File: src/rtl/rhcvt_pkg.sv
// Shared types and constants for the RGB/HSV converter with hue rotation.
package rhcvt_pkg;

  typedef struct packed {
    logic [15:0] chan_a;
    logic [7:0]  chan_b;
    logic [7:0]  chan_c;
    logic [7:0]  alpha_in;
  } pix_in_t;

  typedef struct packed {
    logic [8:0] res_a;
    logic [7:0] res_b;
    logic [7:0] res_c;
    logic [7:0] alpha_out;
  } pix_out_t;

  typedef enum logic [1:0] {
    MODE_TO_HSV = 2'd0,
    MODE_TO_RGB = 2'd1,
    MODE_ROTATE = 2'd2,
    MODE_PASS   = 2'd3
  } mode_t;

  localparam int CFG_IDX_W  = 1;
  localparam int CFG_DATA_W = 16;
  localparam logic [CFG_IDX_W-1:0] CFG_MODE     = 1'd0;
  localparam logic [CFG_IDX_W-1:0] CFG_HUE_STEP = 1'd1;

  localparam int DIV_STAGES = 8;
  localparam int DIV_NUM_W  = 16;

  localparam int HUE_MOD  = 360;
  localparam int SECT_DEG = 60;

  // reciprocal multipliers: floor(x/360), floor(x/255), floor(x/15300)
  localparam logic [13:0] HUE_MOD_MUL  = 14'd11651;
  localparam logic [15:0] DIV255_MUL   = 16'd32897;
  localparam logic [22:0] DIV15300_MUL = 23'd4491470;

  typedef struct packed {
    pix_in_t    pix;
    logic [7:0] vmax;
    logic       neg;
    logic [8:0] base;
  } front_t;

  typedef struct packed {
    logic [8:0] h0;
    logic [7:0] s0;
    logic [7:0] v0;
    logic [7:0] rs;
    logic [7:0] rv;
    logic [7:0] pa;
    logic [7:0] pb;
    logic [7:0] pc;
    logic [7:0] alpha;
  } back_t;

endpackage

File: src/rtl/rhcvt_div.sv
// Pipelined restoring dividers for saturation and hue, one quotient bit per stage.
module rhcvt_div (
  input  logic                                clk,
  input  logic                                rst_n,
  input  logic                                en,
  input  logic                                in_vld,
  input  rhcvt_pkg::front_t                   in_side,
  input  logic [rhcvt_pkg::DIV_NUM_W-1:0]     sat_num,
  input  logic [7:0]                          sat_den,
  input  logic [rhcvt_pkg::DIV_NUM_W-1:0]     hue_num,
  input  logic [7:0]                          hue_den,
  output logic                                out_vld,
  output rhcvt_pkg::front_t                   out_side,
  output logic [rhcvt_pkg::DIV_STAGES-1:0]    sat_quo,
  output logic [rhcvt_pkg::DIV_STAGES-1:0]    hue_quo
);
  localparam int NS = rhcvt_pkg::DIV_STAGES;
  localparam int NW = rhcvt_pkg::DIV_NUM_W;
  localparam int TW = NW + NS;

  logic              vld_r  [NS];
  rhcvt_pkg::front_t side_r [NS];
  logic [NW-1:0]     srem_r [NS];
  logic [NW-1:0]     hrem_r [NS];
  logic [7:0]        sden_r [NS];
  logic [7:0]        hden_r [NS];
  logic [NS-1:0]     squo_r [NS];
  logic [NS-1:0]     hquo_r [NS];

  for (genvar k = 0; k < NS; k++) begin : g_stage
    localparam int B = NS - 1 - k;
    logic              pv;
    rhcvt_pkg::front_t pside;
    logic [NW-1:0]     psrem, phrem, srem_nxt, hrem_nxt;
    logic [7:0]        psden, phden;
    logic [NS-1:0]     psquo, phquo, squo_nxt, hquo_nxt;
    logic [TW-1:0]     strial, htrial;

    if (k == 0) begin : g_first
      assign pv    = in_vld;
      assign pside = in_side;
      assign psrem = sat_num;
      assign phrem = hue_num;
      assign psden = sat_den;
      assign phden = hue_den;
      assign psquo = '0;
      assign phquo = '0;
    end else begin : g_next
      assign pv    = vld_r[k-1];
      assign pside = side_r[k-1];
      assign psrem = srem_r[k-1];
      assign phrem = hrem_r[k-1];
      assign psden = sden_r[k-1];
      assign phden = hden_r[k-1];
      assign psquo = squo_r[k-1];
      assign phquo = hquo_r[k-1];
    end

    always_comb begin
      strial   = TW'(psden) << B;
      htrial   = TW'(phden) << B;
      srem_nxt = psrem;
      hrem_nxt = phrem;
      squo_nxt = psquo;
      hquo_nxt = phquo;
      if (TW'(psrem) >= strial) begin
        srem_nxt    = psrem - NW'(strial);
        squo_nxt[B] = 1'b1;
      end
      if (TW'(phrem) >= htrial) begin
        hrem_nxt    = phrem - NW'(htrial);
        hquo_nxt[B] = 1'b1;
      end
    end

    always_ff @(posedge clk) begin
      if (!rst_n) begin
        vld_r[k] <= 1'b0;
      end else if (en) begin
        vld_r[k] <= pv;
      end
    end

    always_ff @(posedge clk) begin
      if (en) begin
        side_r[k] <= pside;
        srem_r[k] <= srem_nxt;
        hrem_r[k] <= hrem_nxt;
        sden_r[k] <= psden;
        hden_r[k] <= phden;
        squo_r[k] <= squo_nxt;
        hquo_r[k] <= hquo_nxt;
      end
    end
  end

  assign out_vld  = vld_r[NS-1];
  assign out_side = side_r[NS-1];
  assign sat_quo  = squo_r[NS-1];
  assign hue_quo  = hquo_r[NS-1];

endmodule

File: src/rtl/rhcvt_rgb.sv
// HSV to RGB back end: hue modulo 360, sector split, reciprocal divides, output mux.
module rhcvt_rgb (
  input  logic                clk,
  input  logic                rst_n,
  input  logic                en,
  input  rhcvt_pkg::mode_t    mode,
  input  logic                in_vld,
  input  rhcvt_pkg::back_t    in_bk,
  input  logic [16:0]         in_hue,
  output logic                out_vld,
  output rhcvt_pkg::pix_out_t out_pix
);
  logic              b1_vld_r, b2_vld_r, b3_vld_r, b4_vld_r, b5_vld_r, out_vld_r;
  rhcvt_pkg::back_t  b1_bk_r, b2_bk_r, b3_bk_r, b4_bk_r, b5_bk_r;
  logic [16:0]       b1_hue_r;
  logic [30:0]       b1_prod_r;
  logic [8:0]        b2_hh_r;
  logic [2:0]        b3_sec_r, b4_sec_r, b5_sec_r;
  logic [5:0]        b3_frac_r;
  logic [15:0]       b3_vs_r;
  logic [31:0]       b4_pm_r;
  logic [21:0]       b4_qn_r, b4_tn_r;
  logic [7:0]        b5_pdiv_r;
  logic [44:0]       b5_qm_r, b5_tm_r;
  rhcvt_pkg::pix_out_t out_pix_r;

  logic [8:0]  q360;
  logic [8:0]  hh_nxt;
  logic [2:0]  sec_nxt;
  logic [8:0]  sec_base;
  logic [5:0]  frac_nxt;
  logic [7:0]  qdiv, tdiv, pv, qv, tv, cr, cg, cb;
  rhcvt_pkg::pix_out_t pix_nxt;

  always_comb begin
    q360   = b1_prod_r[30:22];
    hh_nxt = 9'(b1_hue_r - 17'(q360) * 17'(rhcvt_pkg::HUE_MOD));
  end

  always_comb begin
    if (b2_hh_r < 9'(rhcvt_pkg::SECT_DEG)) begin
      sec_nxt = 3'd0;
    end else if (b2_hh_r < 9'(2 * rhcvt_pkg::SECT_DEG)) begin
      sec_nxt = 3'd1;
    end else if (b2_hh_r < 9'(3 * rhcvt_pkg::SECT_DEG)) begin
      sec_nxt = 3'd2;
    end else if (b2_hh_r < 9'(4 * rhcvt_pkg::SECT_DEG)) begin
      sec_nxt = 3'd3;
    end else if (b2_hh_r < 9'(5 * rhcvt_pkg::SECT_DEG)) begin
      sec_nxt = 3'd4;
    end else begin
      sec_nxt = 3'd5;
    end
    sec_base = 9'(sec_nxt) * 9'(rhcvt_pkg::SECT_DEG);
    frac_nxt = 6'(b2_hh_r - sec_base);
  end

  always_comb begin
    qdiv = b5_qm_r[43:36];
    tdiv = b5_tm_r[43:36];
    pv   = b5_bk_r.rv - b5_pdiv_r;
    qv   = b5_bk_r.rv - qdiv;
    tv   = b5_bk_r.rv - tdiv;
    case (b5_sec_r)
      3'd0: begin cr = b5_bk_r.rv; cg = tv; cb = pv; end
      3'd1: begin cr = qv; cg = b5_bk_r.rv; cb = pv; end
      3'd2: begin cr = pv; cg = b5_bk_r.rv; cb = tv; end
      3'd3: begin cr = pv; cg = qv; cb = b5_bk_r.rv; end
      3'd4: begin cr = tv; cg = pv; cb = b5_bk_r.rv; end
      default: begin cr = b5_bk_r.rv; cg = pv; cb = qv; end
    endcase
    if (b5_bk_r.rs == 8'd0 || b5_bk_r.rv == 8'd0) begin
      cr = b5_bk_r.rv;
      cg = b5_bk_r.rv;
      cb = b5_bk_r.rv;
    end
    pix_nxt.alpha_out = b5_bk_r.alpha;
    case (mode)
      rhcvt_pkg::MODE_TO_HSV: begin
        pix_nxt.res_a = b5_bk_r.h0;
        pix_nxt.res_b = b5_bk_r.s0;
        pix_nxt.res_c = b5_bk_r.v0;
      end
      rhcvt_pkg::MODE_TO_RGB, rhcvt_pkg::MODE_ROTATE: begin
        pix_nxt.res_a = {1'b0, cr};
        pix_nxt.res_b = cg;
        pix_nxt.res_c = cb;
      end
      default: begin
        pix_nxt.res_a = {1'b0, b5_bk_r.pa};
        pix_nxt.res_b = b5_bk_r.pb;
        pix_nxt.res_c = b5_bk_r.pc;
      end
    endcase
  end

  always_ff @(posedge clk) begin
    if (!rst_n) begin
      b1_vld_r  <= 1'b0;
      b2_vld_r  <= 1'b0;
      b3_vld_r  <= 1'b0;
      b4_vld_r  <= 1'b0;
      b5_vld_r  <= 1'b0;
      out_vld_r <= 1'b0;
    end else if (en) begin
      b1_vld_r  <= in_vld;
      b2_vld_r  <= b1_vld_r;
      b3_vld_r  <= b2_vld_r;
      b4_vld_r  <= b3_vld_r;
      b5_vld_r  <= b4_vld_r;
      out_vld_r <= b5_vld_r;
    end
  end

  always_ff @(posedge clk) begin
    if (en) begin
      b1_bk_r   <= in_bk;
      b1_hue_r  <= in_hue;
      b1_prod_r <= 31'(in_hue) * 31'(rhcvt_pkg::HUE_MOD_MUL);
      b2_bk_r   <= b1_bk_r;
      b2_hh_r   <= hh_nxt;
      b3_bk_r   <= b2_bk_r;
      b3_sec_r  <= sec_nxt;
      b3_frac_r <= frac_nxt;
      b3_vs_r   <= 16'(b2_bk_r.rv) * 16'(b2_bk_r.rs);
      b4_bk_r   <= b3_bk_r;
      b4_sec_r  <= b3_sec_r;
      b4_pm_r   <= 32'(b3_vs_r) * 32'(rhcvt_pkg::DIV255_MUL);
      b4_qn_r   <= 22'(b3_vs_r) * 22'(b3_frac_r);
      b4_tn_r   <= 22'(b3_vs_r) * 22'(6'(rhcvt_pkg::SECT_DEG) - b3_frac_r);
      b5_bk_r   <= b4_bk_r;
      b5_sec_r  <= b4_sec_r;
      b5_pdiv_r <= b4_pm_r[30:23];
      b5_qm_r   <= 45'(b4_qn_r) * 45'(rhcvt_pkg::DIV15300_MUL);
      b5_tm_r   <= 45'(b4_tn_r) * 45'(rhcvt_pkg::DIV15300_MUL);
      out_pix_r <= pix_nxt;
    end
  end

  assign out_vld = out_vld_r;
  assign out_pix = out_pix_r;

endmodule

File: src/rtl/rgb_hsv_convert_hue_rotate.sv
// Top level: pixel converter between RGB and HSV with hue rotation.
//
// Usage:
//   in_valid/in_ready carry one pixel word (chan_a, chan_b, chan_c, alpha_in);
//   out_valid/out_ready carry one result word (res_a, res_b, res_c, alpha_out).
//   cfg_we writes cfg_data to register cfg_index: 0 mode, 1 hue_step.
//   Write configuration only while no word is in flight.
// Timing:
//   From input accept to output valid a word passes one front stage, eight
//   stages of the saturation/hue dividers (one quotient bit each), one hue
//   stage and six back-end stages (modulo 360, sector, reciprocal multiplies,
//   output register). One word is accepted every cycle while not stalled.
// Reset:
//   rst_n (synchronous, active low) empties the pipeline and sets mode and
//   hue_step to zero.
// Stall:
//   While out_valid is high and out_ready low, the whole pipeline holds and
//   in_ready is low; no word is dropped or repeated.
module rgb_hsv_convert_hue_rotate (
  input  logic                                 clk,
  input  logic                                 rst_n,
  input  logic                                 in_valid,
  output logic                                 in_ready,
  input  rhcvt_pkg::pix_in_t                   in_data,
  output logic                                 out_valid,
  input  logic                                 out_ready,
  output rhcvt_pkg::pix_out_t                  out_data,
  input  logic                                 cfg_we,
  input  logic [rhcvt_pkg::CFG_IDX_W-1:0]      cfg_index,
  input  logic [rhcvt_pkg::CFG_DATA_W-1:0]     cfg_data
);
  logic                   adv;
  rhcvt_pkg::mode_t       mode_r;
  logic [15:0]            hue_step_r;

  logic                   f_vld_r;
  rhcvt_pkg::front_t      f_side_r;
  logic [15:0]            f_snum_r, f_hnum_r;
  logic [7:0]             f_sden_r, f_hden_r;

  logic                   d_vld;
  rhcvt_pkg::front_t      d_side;
  logic [7:0]             d_sq, d_hq;

  logic                   h_vld_r;
  rhcvt_pkg::back_t       h_bk_r;
  logic [16:0]            h_hue_r;

  logic                   o_vld;
  rhcvt_pkg::pix_out_t    o_pix;

  logic [7:0]             r, g, b, mx, mn, delta, d1, d2, mag;
  rhcvt_pkg::front_t      side_nxt;
  logic [15:0]            snum_nxt, hnum_nxt;

  logic [7:0]             s0;
  logic [9:0]             hsum;
  logic [8:0]             h0;
  rhcvt_pkg::back_t       bk_nxt;
  logic [16:0]            hue_nxt;

  assign adv      = !o_vld || out_ready;
  assign in_ready = adv;

  always_ff @(posedge clk) begin
    if (!rst_n) begin
      mode_r     <= rhcvt_pkg::MODE_TO_HSV;
      hue_step_r <= '0;
    end else if (cfg_we) begin
      case (cfg_index)
        rhcvt_pkg::CFG_MODE:     mode_r <= rhcvt_pkg::mode_t'(cfg_data[1:0]);
        rhcvt_pkg::CFG_HUE_STEP: hue_step_r <= cfg_data;
        default: ;
      endcase
    end
  end

  // front: max, min, sector base and the two dividends
  always_comb begin
    r  = in_data.chan_a[7:0];
    g  = in_data.chan_b;
    b  = in_data.chan_c;
    mx = r;
    mn = r;
    if (g > mx) mx = g;
    if (b > mx) mx = b;
    if (g < mn) mn = g;
    if (b < mn) mn = b;
    delta = mx - mn;
    side_nxt.pix  = in_data;
    side_nxt.vmax = mx;
    if (r == mx) begin
      side_nxt.base = 9'd0;
      d1 = g;
      d2 = b;
    end else if (g == mx) begin
      side_nxt.base = 9'd120;
      d1 = b;
      d2 = r;
    end else begin
      side_nxt.base = 9'd240;
      d1 = r;
      d2 = g;
    end
    side_nxt.neg = d1 < d2;
    mag      = side_nxt.neg ? d2 - d1 : d1 - d2;
    hnum_nxt = (16'(mag) << 6) - (16'(mag) << 2);
    snum_nxt = (16'(delta) << 8) - 16'(delta);
  end

  always_ff @(posedge clk) begin
    if (!rst_n) begin
      f_vld_r <= 1'b0;
    end else if (adv) begin
      f_vld_r <= in_valid;
    end
  end

  always_ff @(posedge clk) begin
    if (adv) begin
      f_side_r <= side_nxt;
      f_snum_r <= snum_nxt;
      f_hnum_r <= hnum_nxt;
      f_sden_r <= mx;
      f_hden_r <= delta;
    end
  end

  rhcvt_div u_div (
    .clk      (clk),
    .rst_n    (rst_n),
    .en       (adv),
    .in_vld   (f_vld_r),
    .in_side  (f_side_r),
    .sat_num  (f_snum_r),
    .sat_den  (f_sden_r),
    .hue_num  (f_hnum_r),
    .hue_den  (f_hden_r),
    .out_vld  (d_vld),
    .out_side (d_side),
    .sat_quo  (d_sq),
    .hue_quo  (d_hq)
  );

  // hue finish and rotation select
  always_comb begin
    s0   = (d_side.vmax == 8'd0) ? 8'd0 : d_sq;
    hsum = d_side.neg ? 10'(d_side.base) - 10'(d_hq) : 10'(d_side.base) + 10'(d_hq);
    if (hsum[9]) hsum = hsum + 10'(rhcvt_pkg::HUE_MOD);
    h0   = (s0 == 8'd0) ? 9'd0 : hsum[8:0];
    bk_nxt.h0    = h0;
    bk_nxt.s0    = s0;
    bk_nxt.v0    = d_side.vmax;
    bk_nxt.pa    = d_side.pix.chan_a[7:0];
    bk_nxt.pb    = d_side.pix.chan_b;
    bk_nxt.pc    = d_side.pix.chan_c;
    bk_nxt.alpha = d_side.pix.alpha_in;
    if (mode_r == rhcvt_pkg::MODE_TO_RGB) begin
      bk_nxt.rs = d_side.pix.chan_b;
      bk_nxt.rv = d_side.pix.chan_c;
      hue_nxt   = {1'b0, d_side.pix.chan_a};
    end else begin
      bk_nxt.rs = s0;
      bk_nxt.rv = d_side.vmax;
      hue_nxt   = 17'(h0) + 17'(hue_step_r);
    end
  end

  always_ff @(posedge clk) begin
    if (!rst_n) begin
      h_vld_r <= 1'b0;
    end else if (adv) begin
      h_vld_r <= d_vld;
    end
  end

  always_ff @(posedge clk) begin
    if (adv) begin
      h_bk_r  <= bk_nxt;
      h_hue_r <= hue_nxt;
    end
  end

  rhcvt_rgb u_rgb (
    .clk     (clk),
    .rst_n   (rst_n),
    .en      (adv),
    .mode    (mode_r),
    .in_vld  (h_vld_r),
    .in_bk   (h_bk_r),
    .in_hue  (h_hue_r),
    .out_vld (o_vld),
    .out_pix (o_pix)
  );

  assign out_valid = o_vld;
  assign out_data  = o_pix;

`ifndef SYNTHESIS
  a_reset_empty: assert property (@(posedge clk) !rst_n |=> !out_valid)
    else $error("output valid right after reset");
  a_hue_range: assert property (@(posedge clk) disable iff (!rst_n)
    out_valid |-> out_data.res_a < 9'd360)
    else $error("res_a out of range");
  a_rgb_narrow: assert property (@(posedge clk) disable iff (!rst_n)
    out_valid && mode_r != rhcvt_pkg::MODE_TO_HSV |-> !out_data.res_a[8])
    else $error("rgb red wider than 8 bits");
  a_grey_hue: assert property (@(posedge clk) disable iff (!rst_n)
    out_valid && mode_r == rhcvt_pkg::MODE_TO_HSV && out_data.res_b == 8'd0
    |-> out_data.res_a == 9'd0)
    else $error("zero saturation with nonzero hue");
`endif

endmodule
File: config.mk
export PLATFORM = sky130hd
export DESIGN_NAME = rgb_hsv_convert_hue_rotate
export DESIGN_NICKNAME = d
export VERILOG_FILES = /design/src/rtl/rhcvt_pkg.sv /design/src/rtl/rhcvt_div.sv /design/src/rtl/rhcvt_rgb.sv /design/src/rtl/rgb_hsv_convert_hue_rotate.sv
export SDC_FILE = /design/constraint.sdc
export NUM_CORES = 2
export LEC_CHECK = 0
export ABC_AREA = 1
export BUFFER_PORTS_ARGS = -buffer_cell sky130_fd_sc_hd__buf_2
export CAP_MARGIN = 0
export CELL_PAD_IN_SITES_DETAIL_PLACEMENT = 0
export CELL_PAD_IN_SITES_GLOBAL_PLACEMENT = 1
export CORE_MARGIN = 2
export CORE_UTILIZATION = 58
export CTS_BUF_LIST = sky130_fd_sc_hd__clkbuf_8
export CTS_CLUSTER_SIZE = 10
export DETAILED_ROUTE_END_ITERATION = 10
export PLACE_DENSITY = 0.86
export SYNTH_ARGS = -nofsm -noshare
export SYNTH_HDL_FRONTEND = slang
export SYNTH_SLANG_ARGS = --single-unit
File: constraint.sdc
create_clock -name clk -period 92.1 [get_ports clk]
set_input_delay 18.42 -clock clk [delete_from_list [all_inputs] [get_ports clk]]
set_output_delay 18.42 -clock clk [all_outputs]
set_load 0.005 [all_outputs]
==> flow_metrics.py <==
metrics = {
    "critical_path": {
        "cp_max_fo": 99,
        "timing.critical_path.required_ns": 73.68,
        "crit_family": "buffers and inverters",
        "path_class": "input pin to output pin",
        "crit_arrival_ns": 19.71,
        "crit_path_start": "out_ready",
        "endpoint_kind": "output pin",
        "rr_endpoint": "u_rgb.b4_tn_r[19]",
        "path_cells": "buf_2 > nor2_1 > inv_8 > buf_2",
        "timing.rr.start": "u_rgb.b3_frac_r[1]",
        "cp-endpoint": "in_ready",
        "slowest_delay_ns": 0.43,
        "rrSetupSlack_ns": 84.29,
        "critPathLaunchType": "input pin",
        "cp_slowest_cell": "nor2_1",
        "crit_top_cell": "buf_2",
        "critical_path_depth": 4,
        "crit_buf_inv": 3,
        "ff2ff_path_depth": 32,
    },
    "drt": {
        "met2_length_um": 89530,
        "dr_wl_met3_um": 5821,
        "wl_um": 174000,
        "via_count": 54040,
        "met1Wirelength_um": 73460,
        "via_per_inst": 5.241,
        "drcViolationCount": 0,
        "first_pass_iters": 6,
        "final_antenna_net_count": 0,
        "drt-initial-drc-count": 3412,
        "routed.top_layer": "met4",
        "routedWlPerCell_um": 16.88,
    },
    "logic_synthesis": {
        "ys_ff_latch": 1488,
        "ys_seq_area_frac": 0.4989,
        "ys_warn_count": 0,
        "netlist-cell-type-count": 64,
        "ys_top_cells_by_count": "inv_1 (1,563), edfxtp_1 (1,461), nand2_1 (1,102)",
        "synth_top_area_frac": 0.4929,
        "async_flop_share": 0,
        "syn-cell-area_mm2": 0.08901,
        "ys.flop_type": "edfxtp_1",
        "avgSynthCellArea_um2": 11.38,
        "yosysMostFrequentCell": "inv_1",
        "synthTopCellsByArea": "edfxtp_1 (49%), ha_1 (13%), fa_1 (12%)",
        "yosysTopAreaCell": "edfxtp_1",
        "synthesis.nets": 9345,
        "synthCells": 7823,
        "synth_edf_count": 1461,
    },
    "clock_tree": {
        "cts.sinks": 1488,
        "cts_tree": "built",
        "insertion_delay_ns": 0.91,
        "root_buffer": "clkbuf_8",
        "clock_path_buffers": 3,
        "ctsHoldBuffers": 0,
        "cts_buffers": 231,
        "cts_setup_buffers": 0,
        "htreeDepth": 4,
        "clkTransAtPathRegs_ns": 0.06,
        "post_cts_resized": 0,
    },
    "sta": {
        "worst_clock_skew_ns": 0.05963,
        "max_freq_ghz": 0.02622,
        "grt_setup_unrepaired": "no",
        "whs_ns": 0.3826,
        "final_hold_viol_count": 0,
        "setup_viol": 0,
        "fin_crit_ns": 38.13,
        "tightest_slew_ns": 1.123,
        "setup_tns_ns": 0,
        "period_share": 0.4140,
        "slew_headroom": 0.2511,
        "drv_slew": 0,
    },
    "min_path": {
        "hp-class": "register to register",
        "hold_path_depth": 0,
    },
    "floorplanning": {
        "coreArea_mm2": 0.1521,
        "die_h_um": 395.8,
        "rows": 143,
        "dieWidth_um": 395.8,
        "start_util": 0.5853,
        "fp.dieArea_mm2": 0.1566,
        "boundaryPins": 97,
    },
    "place": {
        "dp_hpwl_um": 134700,
        "gp_congestion": 0.8973,
        "portBuffers": 96,
    },
    "cells_and_area": {
        "fillers": 11960,
        "layout.nets": 9602,
        "drive_gt1_frac": 0.05980,
        "area.growth.synth_to_final_pct": 8.251,
    },
    "global_route": {
        "antenna_found_initial": 4,
        "overflow": 0,
        "grt_max_degree": 205,
        "grt_usage": 0.2277,
        "grt_pass1_vias": 55880,
        "grt_pass1_wl_um": 283900,
    },
    "outcome": {
        "status": "finished, final reports clean",
    },
    "run": {
        "max_cap_violations": 0,
    },
}
-- cell type report --
class | instances | area, um^2 | share of cell area
Clock buffer | 233 | 3207 | 0.03328
Sequential cell | 1488 | 44410 | 0.4609
Tap cell | 2030 | 2540 | 0.02636
Clock inverter | 197 | 1267 | 0.01315
Timing Repair Buffer | 132 | 775.7 | 0.008051
Inverter | 1574 | 5918 | 0.06142
Antenna cell | 4 | 10.01 | 0.0001039
Multi-Input combinational cell | 4653 | 38230 | 0.3967
-- worst min path at each step --
stage	startpoint	endpoint	slack (ns)
after floorplan	u_div.side_r[1][192]	h_bk_r[0]	0.40
after global placement	u_div.side_r[0][24]	u_div.side_r[0][82]	0.40
after detailed placement	u_div.side_r[1][195]	h_bk_r[3]	0.40
after CTS	u_div.side_r[1][119]	u_div.side_r[1][177]	0.38
after global routing	u_div.side_r[1][125]	u_div.side_r[1][183]	0.39
final	u_div.side_r[1][125]	u_div.side_r[1][183]	0.38
-- flip-flops by register name, indices dropped and copies added (netlist names), 9 cells and up --
register and count:
u_div.hden_r 56, h_hue_r 17, u_rgb.b1_bk_r 73, u_rgb.b4_tn_r 22
f_side_r 44, u_div.sden_r 62, u_rgb.b2_hh_r 9, f_snum_r 16
u_div.hquo_r 36, f_hnum_r 13, u_rgb.b4_qn_r 21, hue_step_r 16
u_div.hrem_r 99, u_rgb.b3_bk_r 73, u_div.squo_r 36, u_div.side_r 354
u_div.srem_r 105, h_bk_r 73, u_rgb.b4_bk_r 73, u_rgb.b3_vs_r 16
u_rgb.b2_bk_r 73, u_rgb.b5_bk_r 73, u_rgb.out_pix 33
-- through the flow --
stage	cell area (um^2)	util	std cells	setup slack, ns
floorplan	89010	-	7823	27.21
global placement	91870	0.6041	9877	54.03
detailed placement	91870	0.6041	9877	53.98
CTS	96350	0.6335	10310	53.98
global route	96360	0.6336	10310	53.90
finish	96360	0.6336	10310	53.97
-- kinds of logic (layout without fill, tap and decap cells) --
kind of cell               Yosys count  in the layout  share of synthesized area
AOI/OAI and AO/OA                  955            955                    0.06029
xor gates and xnor gates           283            283                    0.02785
adders and majority gates         1460           1460                     0.2500
buffers and inverters             1682           2136                    0.07166
DFF                               1488           1488                     0.4989
muxes                                3              3                  0.0003795
other                                0              4                          0
and+or+nand+nor                   1952           1952                    0.09089
-- layout by cell type, fill, tap and decap left out, types with 188 or more instances in the layout --
cell      synthesis  final
inv_1          1563   1636
edfxtp_1       1461   1461
nand2_1        1102   1102
ha_1            929    927
fa_1            531    531
nor2_1          460    460
a21oi_1         427    427
o21ai_0         287    287
clkbuf_8          0    233
xor2_1          188    188
-- per-layer routing --
layer,global-route usage,vias to the layer above
li1,-,26660
met4,0.07700,0
met2,0.4042,1008
met3,0.03128,292
met5,0,-
met1,0.2867,26080
Power is not shown: default switching activity piles up to over one toggle a cycle in this logic, so the estimate is an artifact.
